### src/rtl/core/ibd_pkg.sv
// Types and constants of the 2x2 box downscaler.
// Used by every module under rtl/core; depends on nothing.
package ibd_pkg;

  localparam int CHAN_W     = 8;
  localparam int PAIR_W     = CHAN_W + 1;
  localparam int SUM_W      = PAIR_W + 1;
  localparam int NUM_CHAN   = 3;
  localparam int LINE_W     = NUM_CHAN * PAIR_W;
  localparam int MAX_WIDTH  = 2048;
  localparam int MAX_HEIGHT = 2048;
  localparam int LINE_DEPTH = MAX_WIDTH / 2;
  localparam int LINE_AW    = $clog2(LINE_DEPTH);
  localparam int COL_W      = $clog2(MAX_WIDTH);
  localparam int ROW_W      = $clog2(MAX_HEIGHT);
  localparam int SIZE_W     = 12;
  localparam int APB_DW     = 32;
  localparam int APB_AW     = 3;

  localparam logic [SIZE_W-1:0] WIDTH_RST  = SIZE_W'(640);
  localparam logic [SIZE_W-1:0] HEIGHT_RST = SIZE_W'(480);

  localparam logic REG_WIDTH  = 1'b0;
  localparam logic REG_HEIGHT = 1'b1;

  typedef struct packed {
    logic [CHAN_W-1:0] red_in;
    logic [CHAN_W-1:0] green_in;
    logic [CHAN_W-1:0] blue_in;
  } pix_in_t;

  typedef struct packed {
    logic [CHAN_W-1:0] red_out;
    logic [CHAN_W-1:0] green_out;
    logic [CHAN_W-1:0] blue_out;
    logic              frame_last;
  } pix_out_t;

  typedef struct packed {
    logic               wr_en;
    logic               rd_en;
    logic [LINE_AW-1:0] addr;
    logic [LINE_W-1:0]  wdata;
  } line_req_t;

  function automatic logic [SIZE_W-1:0] clamp_size(input logic [SIZE_W-1:0] v,
                                                   input logic [SIZE_W-1:0] maxv);
    logic [SIZE_W-1:0] r;
    r = v;
    if (v == '0) begin
      r = SIZE_W'(1);
    end else if (v > maxv) begin
      r = maxv;
    end
    return r;
  endfunction

endpackage

### src/rtl/core/ibd_lane.sv
// One channel lane: horizontal pair sum and rounded 2x2 average.
// Depends on ibd_pkg.
module ibd_lane
  import ibd_pkg::*;
(
  input  logic [CHAN_W-1:0] left_i,
  input  logic [CHAN_W-1:0] right_i,
  input  logic [PAIR_W-1:0] above_i,
  output logic [PAIR_W-1:0] pair_o,
  output logic [CHAN_W-1:0] avg_o
);

  logic [SUM_W-1:0] sum;

  assign pair_o = PAIR_W'(left_i) + PAIR_W'(right_i);
  assign sum    = SUM_W'(above_i) + SUM_W'(pair_o) + SUM_W'(2);
  assign avg_o  = sum[SUM_W-1:2];

endmodule

### config.mk
export PLATFORM = sky130hd
export DESIGN_NAME = ibd_lane
export DESIGN_NICKNAME = d
export VERILOG_FILES = /design/src/rtl/core/ibd_pkg.sv /design/src/rtl/core/ibd_lane.sv
export SDC_FILE = /design/constraint.sdc
export NUM_CORES = 1
export LEC_CHECK = 0
export BUFFER_PORTS_ARGS = -buffer_cell sky130_fd_sc_hd__buf_2
export CAP_MARGIN = 20
export CORE_MARGIN = 10
export CORE_UTILIZATION = 25
export DETAILED_ROUTE_END_ITERATION = 10
export PLACE_DENSITY = 0.57
export SETUP_SLACK_MARGIN = 0.02
export SLEW_MARGIN = 20
export SYNTH_ARGS = -nofsm -noshare
export SYNTH_HDL_FRONTEND = slang
export SYNTH_SLANG_ARGS = --single-unit
### constraint.sdc
create_clock -name vclk -period 4.6
set_input_delay 0.92 -clock vclk [all_inputs]
set_output_delay 0.92 -clock vclk [all_outputs]
set_load 0.05 [all_outputs]
==> impl_metrics.csv <==
group,metric,value,unit
grt,grt.total_usage,8.118,%
floorplanning,die-area,5874,um^2
timing,tightest_slew,432.8,ps
floorplanning,rows,20,
yosys,ys_seq_area_share,0,%
yosys,synth_area_leaders,"ha_1, xnor2_1, inv_1, a21oi_1, fa_1",
detailed_routing,m1WireLength,1.075,mm
yosys,synth.distinct_cells,30,
layout,final_nets,209,
timing,fin_hold_ws,2283,ps
floorplanning,core_area,3053,um^2
timing,rsz0062_at_grt,"yes",
detailed_routing,drt_iter0_markers,15,
critical_path,worstPathRequired,3680,ps
detailed_routing,vias,939,
critical_path,worstSetupStartpointType,"primary input",
timing,slew_headroom,71.02,%
yosys,yosys.area_share.simple,18.41,%
critical_path,critPathCapture,"avg_o[7]",
layout,seq_cell_count,0,
critical_path,cp_data_arrival_time,3600,ps
yosys,syn-num-nets,151,
timing,fmax,221.2,MHz
yosys,synthMuxAreaShare,0,%
yosys,synth-adder-area-share,40.87,%
detailed_routing,drc,0,
layout,area_delta_synth_final,99.84,%
detailed_routing,met3_wirelength,107,um
timing,min_period,4520,ps
layout,n_fill_cell,303,
layout,fin_cells,201,
pwr,pwr_density_cell,469.5,nW/um^2
timing,setup_viol,0,
pwr,ir_worst_vdd,0.1213,mV
yosys,yosys.area.top_type,"ha_1",
critical_path,crit_fanout,5,
floorplanning,initial_core_util,26.27,%
layout,n_antenna_cell,0,
critical_path,critPathLaunch,"left_i[4]",
detailed_routing,ant_nets,0,
layout,nClkBuffers,0,
place,gp_congestion,0.7870,
layout,seq_area,0,um^2
timing,hold_viol,0,
detailed_routing,drt_wl_total,2.503,mm
yosys,netlist_area,802.0,um^2
timing,period_share,98.27,%
yosys,synth_top_area_share,35.88,%
hold_path,hold_path_depth,3,
grt,grt_pass1_wl,4.353,mm
place,dp_hpwl,2.263,mm
clocking,hold_buffers,0,
grt,grt_max_degree,7,
job,max_cap_viol_count,0,
yosys,synthCells,101,
place,io_buffers,42,
timing,postLayoutSetupSlackWorst,79.59,ps
floorplanning,ios,42,
place,place_inst,199,
pwr,power.leakage,0.7200,nW
grt,grt_overflow,0,
yosys,synth_top_family_by_area,"adder cells",
critical_path,critPathCaptureType,"primary output",
timing,setup_tns,0,ps
grt,first_global_vias,1016,
detailed_routing,drtPass1Iterations,4,
grt,antenna_found_initial,0,
place,dp_slack,-140.6,ps
run_status,outcome,"completed",
floorplanning,fp.dieH,76.64,um
timing,slew_violations,0,
critical_path,worst-setup-path-type,"in -> out",
yosys,yosysWarnings,0,
hold_path,hp-class,"in -> out",
layout,layout-drive-gt1-share,60.51,%
floorplanning,die_w,76.64,um
detailed_routing,via_per_inst,4.672,
detailed_routing,wl_per_cell,12.45,um
yosys,syn_avg_cell_area,7.941,um^2
yosys,synth-compound-area-share,24.18,%
yosys,synthXorXnorAreaFrac,10.92,%
detailed_routing,highest_layer,"met3",
detailed_routing,dr_wl_met2,1.319,mm
## how the worst min path moves through the flow
stage | start | slack, ps | end
after floorplan | right_i[0] | 2040 | pair_o[0]
final | right_i[0] | 2280 | pair_o[0]
after CTS | right_i[0] | 2320 | pair_o[0]
after detailed placement | right_i[0] | 2320 | pair_o[0]
after global placement | right_i[0] | 2310 | pair_o[0]
after global routing | right_i[0] | 2290 | pair_o[0]
## area by class of cell
type / instances / area [um^2] / share of cell area [%]
multi-input combinational: 89 / 1152 / 71.90
inverter: 12 / 45.04 / 2.810
tap: 44 / 55.05 / 3.435
timing repair buffer: 56 / 350.3 / 21.86
## what timing repair did
action,in CTS,in global routing
endpoints found under the setup margin,3,4
resized for setup,14,6
buffers inserted,1,1
endpoints found under the hold margin,0,0
pin swaps,13,11
## kinds of logic (layout without fill, tap and decap cells)
logic type / count (synthesis) / count (layout)
fa+ha+maj: 25 / 25
simple gates: 28 / 28
xor+xnor: 10 / 10
buf+inv: 12 / 68
compound gates: 26 / 26
## through the flow
step	instance area (um^2)	power (mW)	util, %
2_1_floorplan	1127	0.5486	-
4_1_cts	1556	0.7440	50.98
5_1_grt	1603	0.8078	52.50
3_5_place_dp	1483	0.6887	48.57
6_report	1603	0.7525	52.50
3_3_place_gp	1483	0.6829	48.57
## cell usage after synthesis
cell	number
inv_1	12
o41a_1	1
o21a_1	1
a221oi_1	1
a21o_2	1
a21oi_1	8
fa_1	2
nor2b_1	1
o211ai_1	2
nand3b_1	2
nand4_1	1
o311ai_0	1
o41ai_2	1
xor2_1	3
nor3_1	2
nand2b_1	4
o2111ai_1	2
nand3_1	3
a21o_1	3
o311a_1	1
nor3b_1	1
a221o_1	1
o21bai_1	1
xnor2_1	7
ha_1	23
nand4b_1	1
nor2_1	7
and3_1	2
nand2_1	4
o21ai_0	2
## worst max-delay path: stages
cell      delay, ps
buf_2           110
ha_4            240
and3_4          160
a221o_1         400
o41ai_4         360
xnor2_2         130
ha_1            340
ha_4            250
o311a_1         400
o311ai_4        100
buf_6           190
## routing by layer
metal,vias up,global-route usage [%]
met5,-,0
met4,0,0
met3,0,1.297
met2,21,15.22
met1,433,9.907
li1,485,-
## power by group
group | leakage (nW) | switching (mW) | internal (mW)
clock network | 0 | 0 | 0
logic | 0.720 | 0.455 | 0.297
registers | 0 | 0 | 0
## cells in the final DEF, fill, tap and decap left out, types with 2 or more instances in the layout
master    count
ha_4         12
nand3_4       2
nor3_1        2
xor2_4        2
nor2_1        6
buf_4        14
nand2_1       4
ha_1         11
nand2b_1      3
buf_6         4
inv_1        11
buf_2        37
xnor2_2       5
o211ai_1      2
fa_2          2
a21oi_1       5
nand3b_1      2
a21o_1        3
a21oi_4       2
(Power assumes the default switching activity.)
