`src/rtl/core/ibd_pkg.sv`:
```
// Types and constants of the 2x2 box downscaler.
// Used by every module under rtl/core; depends on nothing.
package ibd_pkg;

  localparam int CHAN_W     = 8;
  localparam int PAIR_W     = CHAN_W + 1;
  localparam int SUM_W      = PAIR_W + 1;
  localparam int NUM_CHAN   = 3;
  localparam int LINE_W     = NUM_CHAN * PAIR_W;
  localparam int MAX_WIDTH  = 2048;
  localparam int MAX_HEIGHT = 2048;
  localparam int LINE_DEPTH = MAX_WIDTH / 2;
  localparam int LINE_AW    = $clog2(LINE_DEPTH);
  localparam int COL_W      = $clog2(MAX_WIDTH);
  localparam int ROW_W      = $clog2(MAX_HEIGHT);
  localparam int SIZE_W     = 12;
  localparam int APB_DW     = 32;
  localparam int APB_AW     = 3;

  localparam logic [SIZE_W-1:0] WIDTH_RST  = SIZE_W'(640);
  localparam logic [SIZE_W-1:0] HEIGHT_RST = SIZE_W'(480);

  localparam logic REG_WIDTH  = 1'b0;
  localparam logic REG_HEIGHT = 1'b1;

  typedef struct packed {
    logic [CHAN_W-1:0] red_in;
    logic [CHAN_W-1:0] green_in;
    logic [CHAN_W-1:0] blue_in;
  } pix_in_t;

  typedef struct packed {
    logic [CHAN_W-1:0] red_out;
    logic [CHAN_W-1:0] green_out;
    logic [CHAN_W-1:0] blue_out;
    logic              frame_last;
  } pix_out_t;

  typedef struct packed {
    logic               wr_en;
    logic               rd_en;
    logic [LINE_AW-1:0] addr;
    logic [LINE_W-1:0]  wdata;
  } line_req_t;

  function automatic logic [SIZE_W-1:0] clamp_size(input logic [SIZE_W-1:0] v,
                                                   input logic [SIZE_W-1:0] maxv);
    logic [SIZE_W-1:0] r;
    r = v;
    if (v == '0) begin
      r = SIZE_W'(1);
    end else if (v > maxv) begin
      r = maxv;
    end
    return r;
  endfunction

endpackage

```
`src/rtl/core/ibd_out_buf.sv`:
```
// Output register plus skid stage that holds the merged lane results.
// Depends on ibd_pkg.
module ibd_out_buf
  import ibd_pkg::*;
(
  input  logic     clk_i,
  input  logic     rst_ni,
  input  logic     push_i,
  input  pix_out_t data_i,
  output logic     full_o,
  output logic     out_valid_o,
  input  logic     out_stall_i,
  output pix_out_t out_pix_o
);

  logic     out_valid_q, out_valid_d;
  logic     skid_valid_q, skid_valid_d;
  pix_out_t out_q, out_d;
  pix_out_t skid_q, skid_d;
  logic     take;

  assign take = out_valid_q & ~out_stall_i;

  always_comb begin
    out_valid_d  = out_valid_q;
    skid_valid_d = skid_valid_q;
    out_d        = out_q;
    skid_d       = skid_q;
    if (skid_valid_q) begin
      if (take) begin
        out_d        = skid_q;
        skid_valid_d = 1'b0;
      end
    end else if (push_i) begin
      if (!out_valid_q || take) begin
        out_d       = data_i;
        out_valid_d = 1'b1;
      end else begin
        skid_d       = data_i;
        skid_valid_d = 1'b1;
      end
    end else if (take) begin
      out_valid_d = 1'b0;
    end
  end

  always_ff @(posedge clk_i or negedge rst_ni) begin
    if (!rst_ni) begin
      out_valid_q  <= 1'b0;
      skid_valid_q <= 1'b0;
    end else begin
      out_valid_q  <= out_valid_d;
      skid_valid_q <= skid_valid_d;
    end
  end

  always_ff @(posedge clk_i) begin
    out_q  <= out_d;
    skid_q <= skid_d;
  end

  assign full_o      = skid_valid_q;
  assign out_valid_o = out_valid_q;
  assign out_pix_o   = out_q;

endmodule

```
`config.mk`:
```
export PLATFORM = sky130hd
export DESIGN_NAME = ibd_out_buf
export DESIGN_NICKNAME = d
export VERILOG_FILES = /design/src/rtl/core/ibd_pkg.sv /design/src/rtl/core/ibd_out_buf.sv
export SDC_FILE = /design/constraint.sdc
export NUM_CORES = 1
export LEC_CHECK = 0
export BUFFER_PORTS_ARGS = -buffer_cell sky130_fd_sc_hd__buf_4
export CORE_UTILIZATION = 50
export DETAILED_ROUTE_END_ITERATION = 10
export GPL_ROUTABILITY_DRIVEN = 0
export GPL_TIMING_DRIVEN = 1
export PLACE_DENSITY = 0.83
export SLEW_MARGIN = 30
export SYNTH_ARGS = -nofsm -noshare
export SYNTH_HDL_FRONTEND = slang
export SYNTH_SLANG_ARGS = --single-unit
```
`constraint.sdc`:
```
create_clock -name clk_i -period 4.8 [get_ports clk_i]
set_clock_uncertainty 0.1 [all_clocks]
set_input_delay 0.24 -clock clk_i [delete_from_list [all_inputs] [get_ports clk_i]]
set_output_delay 0.24 -clock clk_i [all_outputs]
set_load 0.05 [all_outputs]
```
==> reports/summary.txt <==
status: finished clean
core area: 3689 um2
CTS Sinks: 52
crit path from: full_o
worst reg-to-reg path cell count: 4
initial antenna violation count: 0
routed length per instance: 14.81 um
Root Driver: clkbuf_8
area leader, netlist: edfxtp_1
Max rail drop VDD: 0.4575 mV
port bufs: 55
Pleak: 0.9735 nW
Final TNS setup: 0 ns
CP required: 4.69 ns
syn nets: 119
vias after detailed routing: 955
# Max-Cap Violations: 0
Synth Warn #: 0
final setup fails: 0
HPWL after DPL: 2.125 mm
worst setup path end: out_pix_o[4]
ant diodes: 0
die area: 4127 um2
Die Wd: 64.24 um
crit path DAT: 1.87 ns
Worst Hold Class: in2reg
H-Tree Depth: 2
Final Power: 1.699 mW
CTS Buf Count: 5
reg-to-reg startpoint: full_o
most common cell after layout, fill and taps aside: buf_4
Mean Syn Cell Area: 21.52 um2
Achievable Freq: 505.4 MHz
P per Cell Area: 673.3 nW/um2
largest net degree at the start of global routing: 30
cells after synthesis: 90
Starting Density: 0.5251
most frequent cells in the layout: buf_4, edfxtp_1, mux2_2
Slew headroom: 0.5388
sequential area share after synthesis: 0.8010
share of layout cells above drive strength 1: 0.5948
Final Critical Period: 1.979 ns
std cell rows: 22
Vias per Instance: 4.751
register-to-register setup slack: 2.82 ns
FF+latch count, synth: 52
Clock Latency Late Sink: 0.30 ns
post-synth top area share: 0.7752
crit path max fanout: 29
post-route ant nets: 0
final-report hold violation count: 0
RR Endpoint: out_pix_o[4]
Critical Path End Type: register
Final Net Count: 181
drt pass-1 iters: 4
ranking of synthesized cells by area: edfxtp_1, mux2_2, mux2_4
Post-CTS Setup Inserts: 0
CP startpoint kind: register
count of cell types in the netlist: 13
Total GRT Usage: 0.1633
vias in the first global route: 1,009
DRC: 0
Final Max Slew Viols: 0
Die H: 64.24 um
TritonCTS clock tree: built
Synth Cell Area: 1937 um2
Setup CP Type: reg2reg
grt ovf: 0
Tightest Pin Transition: 0.6902 ns
RSZ-0062 raised after global routing: false
area growth from synthesis to layout: 30.30%
final wirelength: 2.976 mm
first-iteration detailed-routing DRC count: 38
I/O pin cnt: 56
crit share post-route: 0.4122
clk buf depth: 2
Worst-path clk slew: 0.08 ns
first-pass GRT wire length: 4.816 mm
-- metal layers --
layer / part of all wire / track usage / routed length [um] / vias to the layer above
met5: 0 / 0 / 0 / -
met3: 0.064 / 0.06071 / 191 / 6
met2: 0.49 / 0.2684 / 1454 / 38
met1: 0.43 / 0.1978 / 1282 / 439
met4: 0.016 / 0.05556 / 48 / 0
li1: - / - / - / 472
-- cell type report --
class                   instances  area [um2]
repair buffers                 58       437.9
inverters                       1       3.754
flip-flops and latches         52        1551
clock buffers                   6       72.57
fillers                       258        1165
clock inverters                 2       35.03
multi-input cells              34       362.8
well taps                      48       60.06
-- worst min-delay path by stage --
stage	from	to	cells after the start
floorplan	rst_ni	full_o	0
global placement	rst_ni	full_o	1
detailed placement	rst_ni	full_o	1
CTS	data_i[24]	skid_q[24]	1
global route	data_i[24]	skid_q[24]	1
finish	data_i[21]	skid_q[21]	1
-- critical path, cell delays in order, from the launching register on --
cell and delay (ns):
dfrtp_1 0.35, buf_4 0.36, nand2_1 0.11, a21boi_2 0.40, buf_4 0.33
-- flip-flops by register name (all words and copies together), names as in the netlist --
name,cells
out_pix_o,25
skid_q,25
full_o,1
out_valid_o,1
-- power breakdown --
| part | switching (mW) | leakage (nW) | internal [mW] |
|---|---|---|---|
| logic | 0.482 | 0.429 | 0.237 |
| clock network | 0.129 | 0.0552 | 0.155 |
| registers | 0.0365 | 0.489 | 0.660 |
| total | 0.647 | 0.973 | 1.05 |
-- through the flow --
stage	instances	instance area (um2)	util	hold slack, ns	setup WS, ns
after detailed placement	192	2406	0.6523	-0.07598	2.820
after global placement	192	2401	0.6510	-0.07503	2.865
after global routing	201	2524	0.6842	0.004354	2.643
after CTS	201	2524	0.6842	0.01257	2.814
final	201	2524	0.6842	0.02227	2.821
after floorplan	90	1937	-	-0.1556	2.018
-- Yosys cell counts --
cell type  count
a21oi_1        2
buf_4          1
edfxtp_1      50
inv_1          1
mux2_4         7
dfrtp_1        2
buf_6          2
mux2_2        18
a21boi_1       1
nand2_1        3
o21ai_0        1
nor2_1         1
nand2b_1       1
-- cells by family (layout without fill, tap and decap cells) --
logic type	Yosys count	in the layout	synth area share
flip-flops	52	52	0.8010
multiplexers	25	25	0.1589
AND/OR/NAND/NOR	5	5	0.01098
AO/OA/AOI/OAI	4	4	0.01163
buffers and inverters	4	67	0.01744
-- what timing repair did --
action,CTS,global route
gates resized for setup,0,0
endpoints found under the hold margin,2,0
endpoints found under the setup margin,0,0
hold buffers,1,0
Power figures use the tool's default switching activity.
